`src/rtl/wbss_pkg.sv`:
```
// ----------------------------------------------------------------------------
// wbss_pkg
// Types, sizes and helpers shared by the wildcard byte signature scanner.
// ----------------------------------------------------------------------------
package wbss_pkg;

    localparam int MAX_SEGMENTS     = 64;
    localparam int MAX_ALTERNATIVES = 4;
    localparam int OFFSET_BITS      = 32;
    localparam int SEG_BITS         = $clog2(MAX_SEGMENTS);
    localparam int ALT_BITS         = $clog2(MAX_ALTERNATIVES);
    localparam int CNT_BITS         = SEG_BITS + 1;
    localparam int CFG_BITS         = 7;
    localparam int RES_OFFSET_BITS  = 32;

    typedef enum logic [1:0] {
        KIND_UNUSED    = 2'd0,
        KIND_EQUAL     = 2'd1,
        KIND_ANY       = 2'd2,
        KIND_NOT_EQUAL = 2'd3
    } t_alt_kind;

    typedef enum logic {
        REQ_LOAD = 1'b0,
        REQ_SCAN = 1'b1
    } t_req_type;

    typedef struct packed {
        logic       req_type;
        logic [5:0] seg_index;
        logic [1:0] alt_index;
        logic [1:0] alt_kind;
        logic [7:0] alt_byte;
        logic [7:0] data_byte;
        logic       first;
        logic       last;
    } t_scan_req;

    typedef struct packed {
        logic        found;
        logic [31:0] match_offset;
    } t_scan_res;

    typedef struct packed {
        t_alt_kind  kind;
        logic [7:0] value;
    } t_alt;

    typedef t_alt [MAX_ALTERNATIVES-1:0] t_alt_row;

    localparam t_alt ALT_EMPTY = '{kind: KIND_UNUSED, value: 8'd0};

    // a segment passes when any of its alternatives passes
    function automatic logic row_passes(t_alt_row row, logic [7:0] data);
        logic hit;
        hit = 1'b0;
        for (int a = 0; a < MAX_ALTERNATIVES; a++) begin
            unique case (row[a].kind)
                KIND_UNUSED:    hit = hit;
                KIND_EQUAL:     hit = hit | (row[a].value == data);
                KIND_ANY:       hit = 1'b1;
                KIND_NOT_EQUAL: hit = hit | (row[a].value != data);
            endcase
        end
        return hit;
    endfunction

endpackage

```
`src/rtl/wbss_ram.sv`:
```
// ----------------------------------------------------------------------------
// wbss_ram
// Simple dual-port RAM, one write port, one read port with registered data.
// ----------------------------------------------------------------------------
module wbss_ram #(
    parameter int WIDTH = 10,
    parameter int DEPTH = 64
) (
    input  logic                     i_clk,
    input  logic                     i_we,
    input  logic [$clog2(DEPTH)-1:0] i_wr_addr,
    input  logic [WIDTH-1:0]         i_wr_data,
    input  logic [$clog2(DEPTH)-1:0] i_rd_addr,
    output logic [WIDTH-1:0]         o_rd_data
);

    logic [WIDTH-1:0] r_mem [DEPTH];
    logic [WIDTH-1:0] r_rd_data;

    always_ff @(posedge i_clk) begin
        if (i_we) begin
            r_mem[i_wr_addr] <= i_wr_data;
        end
        r_rd_data <= r_mem[i_rd_addr];
    end

    assign o_rd_data = r_rd_data;

endmodule

```
`src/rtl/wildcard_byte_signature_scanner.sv`:
```
// ----------------------------------------------------------------------------
// wildcard_byte_signature_scanner
// Searches a byte stream for a signature of segments with wildcard options.
// ----------------------------------------------------------------------------
// One beat is taken every cycle while the input is ready, load or scan;
// a scan beat's result is registered into the output register, or the
// skid register if the output is held. The rate is set by the comparison
// of a data byte against the current segment and, for the restart, against
// segment 0. Segment 0 lives in flip-flops; segments above it live in four
// RAMs, one for each alternative slot, read at the progress the next byte
// will use, so the row is ready when that byte arrives. Every table entry
// has a valid bit that reset clears, so no clearing pass is needed after
// reset. An output register and a skid register let input beats keep
// flowing while a result waits; input stalls only when both are full.
module wildcard_byte_signature_scanner (
    input  logic                                i_clk,
    input  logic                                i_rst_n,
    input  logic                                i_in_valid,
    output logic                                o_in_ready,
    input  wbss_pkg::t_scan_req                 i_in_data,
    output logic                                o_out_valid,
    input  logic                                i_out_ready,
    output wbss_pkg::t_scan_res                 o_out_data,
    input  logic                                i_cfg_we,
    input  logic [wbss_pkg::CFG_BITS-1:0]       i_cfg_data
);

    // configuration
    logic [wbss_pkg::CFG_BITS-1:0]    r_seg_count;
    logic [wbss_pkg::CNT_BITS-1:0]    cnt_eff;

    // pattern table
    logic [wbss_pkg::MAX_ALTERNATIVES-1:0] r_alt_valid [wbss_pkg::MAX_SEGMENTS];
    wbss_pkg::t_alt                   r_seg0 [wbss_pkg::MAX_ALTERNATIVES];
    logic [$bits(wbss_pkg::t_alt)-1:0] ram_rd [wbss_pkg::MAX_ALTERNATIVES];
    logic [wbss_pkg::MAX_ALTERNATIVES-1:0] ram_we;
    wbss_pkg::t_alt                   wr_alt;
    logic                             r_byp_hit;
    logic                             n_byp_hit;
    logic [wbss_pkg::ALT_BITS-1:0]    r_byp_alt;
    wbss_pkg::t_alt                   r_byp_value;
    wbss_pkg::t_alt_row               row0;
    wbss_pkg::t_alt_row               rowp;
    logic                             pass0;
    logic                             passp;

    // scan state
    logic [wbss_pkg::SEG_BITS-1:0]    r_prog;
    logic [wbss_pkg::SEG_BITS-1:0]    n_prog;
    logic [wbss_pkg::OFFSET_BITS-1:0] r_start;
    logic [wbss_pkg::OFFSET_BITS-1:0] n_start;
    logic [wbss_pkg::OFFSET_BITS-1:0] r_pos;
    logic [wbss_pkg::OFFSET_BITS-1:0] n_pos;
    logic                             r_done;
    logic                             n_done;
    logic                             pass;

    // handshake and results
    logic                             in_fire;
    logic                             load_fire;
    logic                             scan_fire;
    logic                             out_fire;
    logic                             res_valid;
    wbss_pkg::t_scan_res              res;
    logic                             r_out_valid;
    wbss_pkg::t_scan_res              r_out;
    logic                             r_skid_valid;
    wbss_pkg::t_scan_res              r_skid;

    assign o_in_ready  = !r_skid_valid;
    assign o_out_valid = r_out_valid;
    assign o_out_data  = r_out;

    assign in_fire   = i_in_valid && o_in_ready;
    assign load_fire = in_fire && (i_in_data.req_type == wbss_pkg::REQ_LOAD);
    assign scan_fire = in_fire && (i_in_data.req_type == wbss_pkg::REQ_SCAN);
    assign out_fire  = r_out_valid && i_out_ready;

    assign wr_alt = '{kind:  wbss_pkg::t_alt_kind'(i_in_data.alt_kind),
                      value: i_in_data.alt_byte};

    // the RAM row read now belongs to the row that was current at the write
    assign n_byp_hit = load_fire && (i_in_data.seg_index != '0)
                       && (i_in_data.seg_index == r_prog);

    always_comb begin
        if (r_seg_count == '0) begin
            cnt_eff = wbss_pkg::CNT_BITS'(1);
        end else if (int'(r_seg_count) > wbss_pkg::MAX_SEGMENTS) begin
            cnt_eff = wbss_pkg::CNT_BITS'(wbss_pkg::MAX_SEGMENTS);
        end else begin
            cnt_eff = wbss_pkg::CNT_BITS'(r_seg_count);
        end
    end

    generate
        for (genvar a = 0; a < wbss_pkg::MAX_ALTERNATIVES; a++) begin : g_alt
            assign ram_we[a] = load_fire && (i_in_data.seg_index != '0)
                               && (i_in_data.alt_index == wbss_pkg::ALT_BITS'(a));

            wbss_ram #(
                .WIDTH ($bits(wbss_pkg::t_alt)),
                .DEPTH (wbss_pkg::MAX_SEGMENTS)
            ) u_ram (
                .i_clk     (i_clk),
                .i_we      (ram_we[a]),
                .i_wr_addr (i_in_data.seg_index),
                .i_wr_data (wr_alt),
                .i_rd_addr (n_prog),
                .o_rd_data (ram_rd[a])
            );
        end
    endgenerate

    // rows for segment 0 and for the current segment
    always_comb begin
        for (int a = 0; a < wbss_pkg::MAX_ALTERNATIVES; a++) begin
            row0[a] = r_alt_valid[0][a] ? r_seg0[a] : wbss_pkg::ALT_EMPTY;
            if (!r_alt_valid[r_prog][a]) begin
                rowp[a] = wbss_pkg::ALT_EMPTY;
            end else if (r_byp_hit && (r_byp_alt == wbss_pkg::ALT_BITS'(a))) begin
                rowp[a] = r_byp_value;
            end else begin
                rowp[a] = wbss_pkg::t_alt'(ram_rd[a]);
            end
        end
        pass0 = wbss_pkg::row_passes(row0, i_in_data.data_byte);
        passp = wbss_pkg::row_passes(rowp, i_in_data.data_byte);
    end

    // scan step
    always_comb begin
        n_prog    = r_prog;
        n_start   = r_start;
        n_pos     = r_pos;
        n_done    = r_done;
        pass      = 1'b0;
        res_valid = 1'b0;
        res       = '{found: 1'b0, match_offset: '0};
        if (scan_fire) begin
            if (i_in_data.first) begin
                n_prog  = '0;
                n_start = '0;
                n_pos   = '0;
                n_done  = 1'b0;
            end
            if (!n_done) begin
                pass = (n_prog == '0) ? pass0 : passp;
                // mismatch past segment 0: retry the byte from the top
                if (!pass && (n_prog != '0)) begin
                    n_prog = '0;
                    pass   = pass0;
                end
                if (pass) begin
                    if (n_prog == '0) begin
                        n_start = n_pos;
                    end
                    if (({1'b0, n_prog} + wbss_pkg::CNT_BITS'(1)) >= cnt_eff) begin
                        n_done    = 1'b1;
                        n_prog    = '0;
                        res_valid = 1'b1;
                        res.found = 1'b1;
                        res.match_offset = wbss_pkg::RES_OFFSET_BITS'(n_start);
                    end else begin
                        n_prog = n_prog + 1'b1;
                    end
                end
                n_pos = n_pos + 1'b1;
                if (!res_valid && i_in_data.last) begin
                    n_done    = 1'b1;
                    n_prog    = '0;
                    res_valid = 1'b1;
                end
            end
        end
    end

    // control state
    always_ff @(posedge i_clk) begin
        if (!i_rst_n) begin
            r_seg_count  <= wbss_pkg::CFG_BITS'(1);
            r_alt_valid  <= '{default: '0};
            r_byp_hit    <= 1'b0;
            r_prog       <= '0;
            r_start      <= '0;
            r_pos        <= '0;
            r_done       <= 1'b0;
            r_out_valid  <= 1'b0;
            r_skid_valid <= 1'b0;
        end else begin
            if (i_cfg_we) begin
                r_seg_count <= i_cfg_data;
            end
            if (load_fire) begin
                r_alt_valid[i_in_data.seg_index][i_in_data.alt_index] <= 1'b1;
            end
            r_byp_hit <= n_byp_hit;
            r_prog    <= n_prog;
            r_start   <= n_start;
            r_pos     <= n_pos;
            r_done    <= n_done;
            if (!r_out_valid || out_fire) begin
                if (r_skid_valid) begin
                    r_out_valid  <= 1'b1;
                    r_skid_valid <= 1'b0;
                end else begin
                    r_out_valid <= res_valid;
                end
            end else if (res_valid) begin
                r_skid_valid <= 1'b1;
            end
        end
    end

    // payload
    always_ff @(posedge i_clk) begin
        if (load_fire && (i_in_data.seg_index == '0)) begin
            r_seg0[i_in_data.alt_index] <= wr_alt;
        end
        if (load_fire) begin
            r_byp_alt   <= i_in_data.alt_index;
            r_byp_value <= wr_alt;
        end
        if (!r_out_valid || out_fire) begin
            r_out <= r_skid_valid ? r_skid : res;
        end else if (res_valid) begin
            r_skid <= res;
        end
    end

endmodule

```
`config.mk`:
```
export PLATFORM = sky130hd
export DESIGN_NAME = wildcard_byte_signature_scanner
export DESIGN_NICKNAME = d
export VERILOG_FILES = /design/src/rtl/wbss_pkg.sv /design/src/rtl/wbss_ram.sv /design/src/rtl/wildcard_byte_signature_scanner.sv
export SDC_FILE = /design/constraint.sdc
export NUM_CORES = 2
export LEC_CHECK = 0
export ABC_AREA = 0
export BUFFER_PORTS_ARGS = -buffer_cell sky130_fd_sc_hd__buf_2
export CAP_MARGIN = 15
export CORE_MARGIN = 2
export CORE_UTILIZATION = 40
export CTS_CLUSTER_DIAMETER = 40
export DETAILED_ROUTE_END_ITERATION = 16
export PLACE_DENSITY = 0.65
export SLEW_MARGIN = 0
export SYNTH_ARGS = -nofsm -noshare
export SYNTH_HDL_FRONTEND = slang
export SYNTH_SLANG_ARGS = --single-unit
export TNS_END_PERCENT = 30
```
`constraint.sdc`:
```
create_clock -name i_clk -period 8.8 [get_ports i_clk]
set_clock_uncertainty 0.05 [all_clocks]
set_input_delay 2.64 -clock i_clk [delete_from_list [all_inputs] [get_ports i_clk]]
set_output_delay 2.64 -clock i_clk [all_outputs]
set_load 0.02 [all_outputs]
```
==> impl_metrics.toml <==
[grt]
globalRouteMet3Util = 0.0472
grt_max_degree = 206
grt_pass1_wl_mm = 520
groute.usage.overall = 0.227
gr-total-overflow = 0
antenna_found_initial = 25
grt_max_usage_layer = "met2"
grt_pass1_vias = 75763
grt_met1_use = 0.307
grt_use_met2 = 0.350

[route]
remaining_drc_errors = 0
route.final.wire_length_mm = 360
drtAntennaViolNets = 0
avgRoutedWirePerCell_um = 25.9
num_vias = 78379
dr.pass1.iters = 9
route.detailed.vias_per_inst = 5.63
drt_iter0_drc = 10202

[yosys]
ys_seq_elements = 3055
synthDominantAreaCellType = "sky130_fd_sc_hd__edfxtp_1"
synth_ff_type = "sky130_fd_sc_hd__edfxtp_1"
seq_area_frac_synth = 0.718
netlist_top_cells_area = "sky130_fd_sc_hd__edfxtp_1 66%, sky130_fd_sc_hd__mux2i_1 7.0%, sky130_fd_sc_hd__dfxtp_1 6.2%, sky130_fd_sc_hd__nand2_1 4.4%, sky130_fd_sc_hd__nor2_1 2.8%"
synthCells = 8717
synthesis.yosys.warnings = 0
synth-edff-count = 2678
synth_area_per_cell_um2 = 14.1
ys_async_sr_fraction = 0
mappedNetlistArea_um2 = 122000
netlist-cell-type-count = 73
netlist.area_leader.share = 0.656

[sta]
slew_violations = 0
hold_slack_ns = 0.418
final-setup-viol-count = 0
layout_worst_path_cycle_share = 0.966
final.min_clock_period_ns = 8.50
fmax_mhz = 118
timing.max_slew.rel_slack = 0.163
hold_violations = 0
rsz0062_at_grt = "no"
worst_margin_slew_ns = 1.26

[setup_path]
crit_buf_inv = 5
timing.critical_path.from_type = "register"
critPathCaptureType = "register"
worst-path-max-fanout = 25
cpPeakStageDelay_ns = 0.71
cp_top_family = "compound AO/OA/AOI/OAI gates"
reg2reg_depth = 28
crit_type = "reg2reg"
critPathMostFrequentCell = "sky130_fd_sc_hd__a21o_1"
timing.critical_path.required_ns = 9.61
critical-path-slowest-cell = "sky130_fd_sc_hd__or4_1"
count_of_cell_instances_traversed_by_the_critical_path = 28
cp_data_arrival_time_ns = 9.31

[clock_tree]
cts_tree = "done"
htreeDepth = 5
cts.reportedPaths.clkPinSlew_ns = 0.06
post_cts.repair.setup_buffers = 0
cts_hold_buffers = 0
ctsRootBufferMaster = "sky130_fd_sc_hd__clkbuf_16"
clockBufferDepth = 4
worst_skew_pair.late_latency_ns = 0.94
clkSinkCount = 3055
clock_buffers_created_by_tritoncts = 419

[job]
max-cap-violations = 0

[status]
run_status = "completed"

[placement]
placement.io_buffers = 75
placedInstanceArea_um2 = 133000
place_inst = 13062
place.detailed.hpwl_mm = 224
gp_congestion = 0.936

[floorplan]
die_height_um = 557
rows = 203
io-pin-count = 76
die_area_um2 = 311000
design.core.area_um2 = 305000
die_x_um = 557
initial_utilization = 0.401

[worst_hold_path]
worstHoldPathCells = 2
hold_path_class = "reg2reg"

[finish]
post_route_standard_cell_area_excluding_fillers_um2 = 148000
final_cells = 13918
layout_overhead_on_the_synthesized_area_pct = 20.6
fillCellCount = 25657
final_nets = 9491
proportion_of_layout_cells_with_a_drive_suffix_above_1 = 0.185

[power_and_ir_drop]
p_leak_nw = 50.8
power-per-cell-area_nw_per_um2 = 232
peak_supply_drop_uv = 189
final_total_pwr_w = 0.0342
cell type report:
class                           instances  area (um^2)  share of cell area
Antenna cell                           25         62.6            0.000424
Clock buffer                          469        11000              0.0742
Clock inverter                        305         3550              0.0240
Inverter                               22         90.1            0.000610
Multi-Input combinational cell       5123        32200               0.218
Sequential cell                      3055        88000               0.596
Tap cell                             4100         5130              0.0347
Timing Repair Buffer                  819         7740              0.0524
cells in the mapped netlist, drive strengths merged, types with 4 or more instances:
| master | instances |
|---|---|
| a2111oi | 8 |
| a211oi | 28 |
| a21o | 40 |
| a21oi | 57 |
| a221oi | 10 |
| a22o | 4 |
| a22oi | 72 |
| a31o | 7 |
| a31oi | 4 |
| a32o | 150 |
| a32oi | 15 |
| and2 | 9 |
| and3 | 309 |
| and3b | 6 |
| and4 | 6 |
| buf | 315 |
| clkbuf | 241 |
| dfxtp | 377 |
| edfxtp | 2678 |
| ha | 10 |
| inv | 22 |
| mux2 | 150 |
| mux2i | 855 |
| mux4 | 64 |
| nand2 | 1424 |
| nand2b | 10 |
| nand3 | 347 |
| nand3b | 14 |
| nand4 | 47 |
| nor2 | 917 |
| nor2b | 5 |
| nor3 | 16 |
| nor3b | 8 |
| nor4 | 8 |
| nor4bb | 7 |
| o2111ai | 7 |
| o211ai | 5 |
| o21ai | 191 |
| o22ai | 9 |
| o32ai | 149 |
| or2 | 5 |
| or3 | 6 |
| or4 | 6 |
| xnor2 | 34 |
| xor2 | 43 |
placed cells by master (no fill, tap or decap), drive strengths merged, types with 191 or more instances in the layout:
| master | synthesis | layout |
|---|---|---|
| mux2i | 855 | 855 |
| nor2 | 917 | 917 |
| o21ai | 191 | 191 |
| and3 | 309 | 309 |
| nand3 | 347 | 347 |
| clkbuf | 241 | 476 |
| edfxtp | 2678 | 2678 |
| dfxtp | 377 | 377 |
| nand2 | 1424 | 1424 |
| buf | 315 | 812 |
through the flow:
step,TNS [ns],setup slack (ns),util
finish,0,0.301,0.484
floorplan,0,0.364,-
detailed placement,-9.12,-0.591,0.434
global route,0,0.0651,0.484
global placement,-10.98,-0.631,0.434
CTS,0,0.237,0.482
worst paths after layout:
check | from | to | slack, ns
max | r_prog[0] | g_alt[0].u_ram.o_rd_data[3] | 0.30
min | r_alt_valid[23] | r_alt_valid[23] | 0.42
max reg2reg | r_prog[0] | g_alt[0].u_ram.o_rd_data[3] | 0.30
min reg2reg | r_alt_valid[23] | r_alt_valid[23] | 0.42
worst register-to-register path: cells and delay by family (launching register included):
family                   cells  cell delay [ns]
AO/OA/AOI/OAI               12             3.22
AND/OR/NAND/NOR              8             1.90
buffers and inverters        5             1.43
flip-flops                   1             0.66
adder cells (fa/ha/maj)      2             0.61
multiplexers                 1             0.59
state kept, by name, indices dropped and copies added, names as in the netlist, 2 cells and up:
| name | flops |
|---|---|
| r_start | 32 |
| g_alt.u_ram.o_rd_data | 40 |
| r_skid | 33 |
| g_alt.u_ram.r_mem | 2560 |
| r_seg_count | 7 |
| r_seg0 | 40 |
| o_out_data | 33 |
| r_pos | 32 |
| r_byp_alt | 2 |
| r_prog | 6 |
| r_alt_valid | 256 |
| r_byp_value | 10 |
power breakdown:
part	internal (W)	switching, W
registers	0.0158	0.0000766
logic	0.000389	0.000769
clock network	0.0105	0.00670
logic make-up after synthesis:
| group | Yosys count | share of synthesized area |
|---|---|---|
| AND/OR/NAND/NOR | 3153 | 0.110 |
| flip-flops | 3055 | 0.718 |
| multiplexers | 1069 | 0.0954 |
| AO/OA/AOI/OAI | 774 | 0.0479 |
| buffers and inverters | 578 | 0.0217 |
| XOR/XNOR | 77 | 0.00551 |
| adder cells (fa/ha/maj) | 10 | 0.00102 |
| other | 1 | 0.0000306 |
layer usage:
metal / vias up / wire length [um]
li1: 34023 / -
met1: 39463 / 144000
met2: 4127 / 165000
met3: 746 / 34900
met4: 20 / 16200
met5: - / 132
what timing repair did:
item,in CTS,in global routing
gates resized for setup,0,4
endpoints found under the hold margin,0,0
setup endpoints to repair,0,4
(Power assumes the default switching activity.)
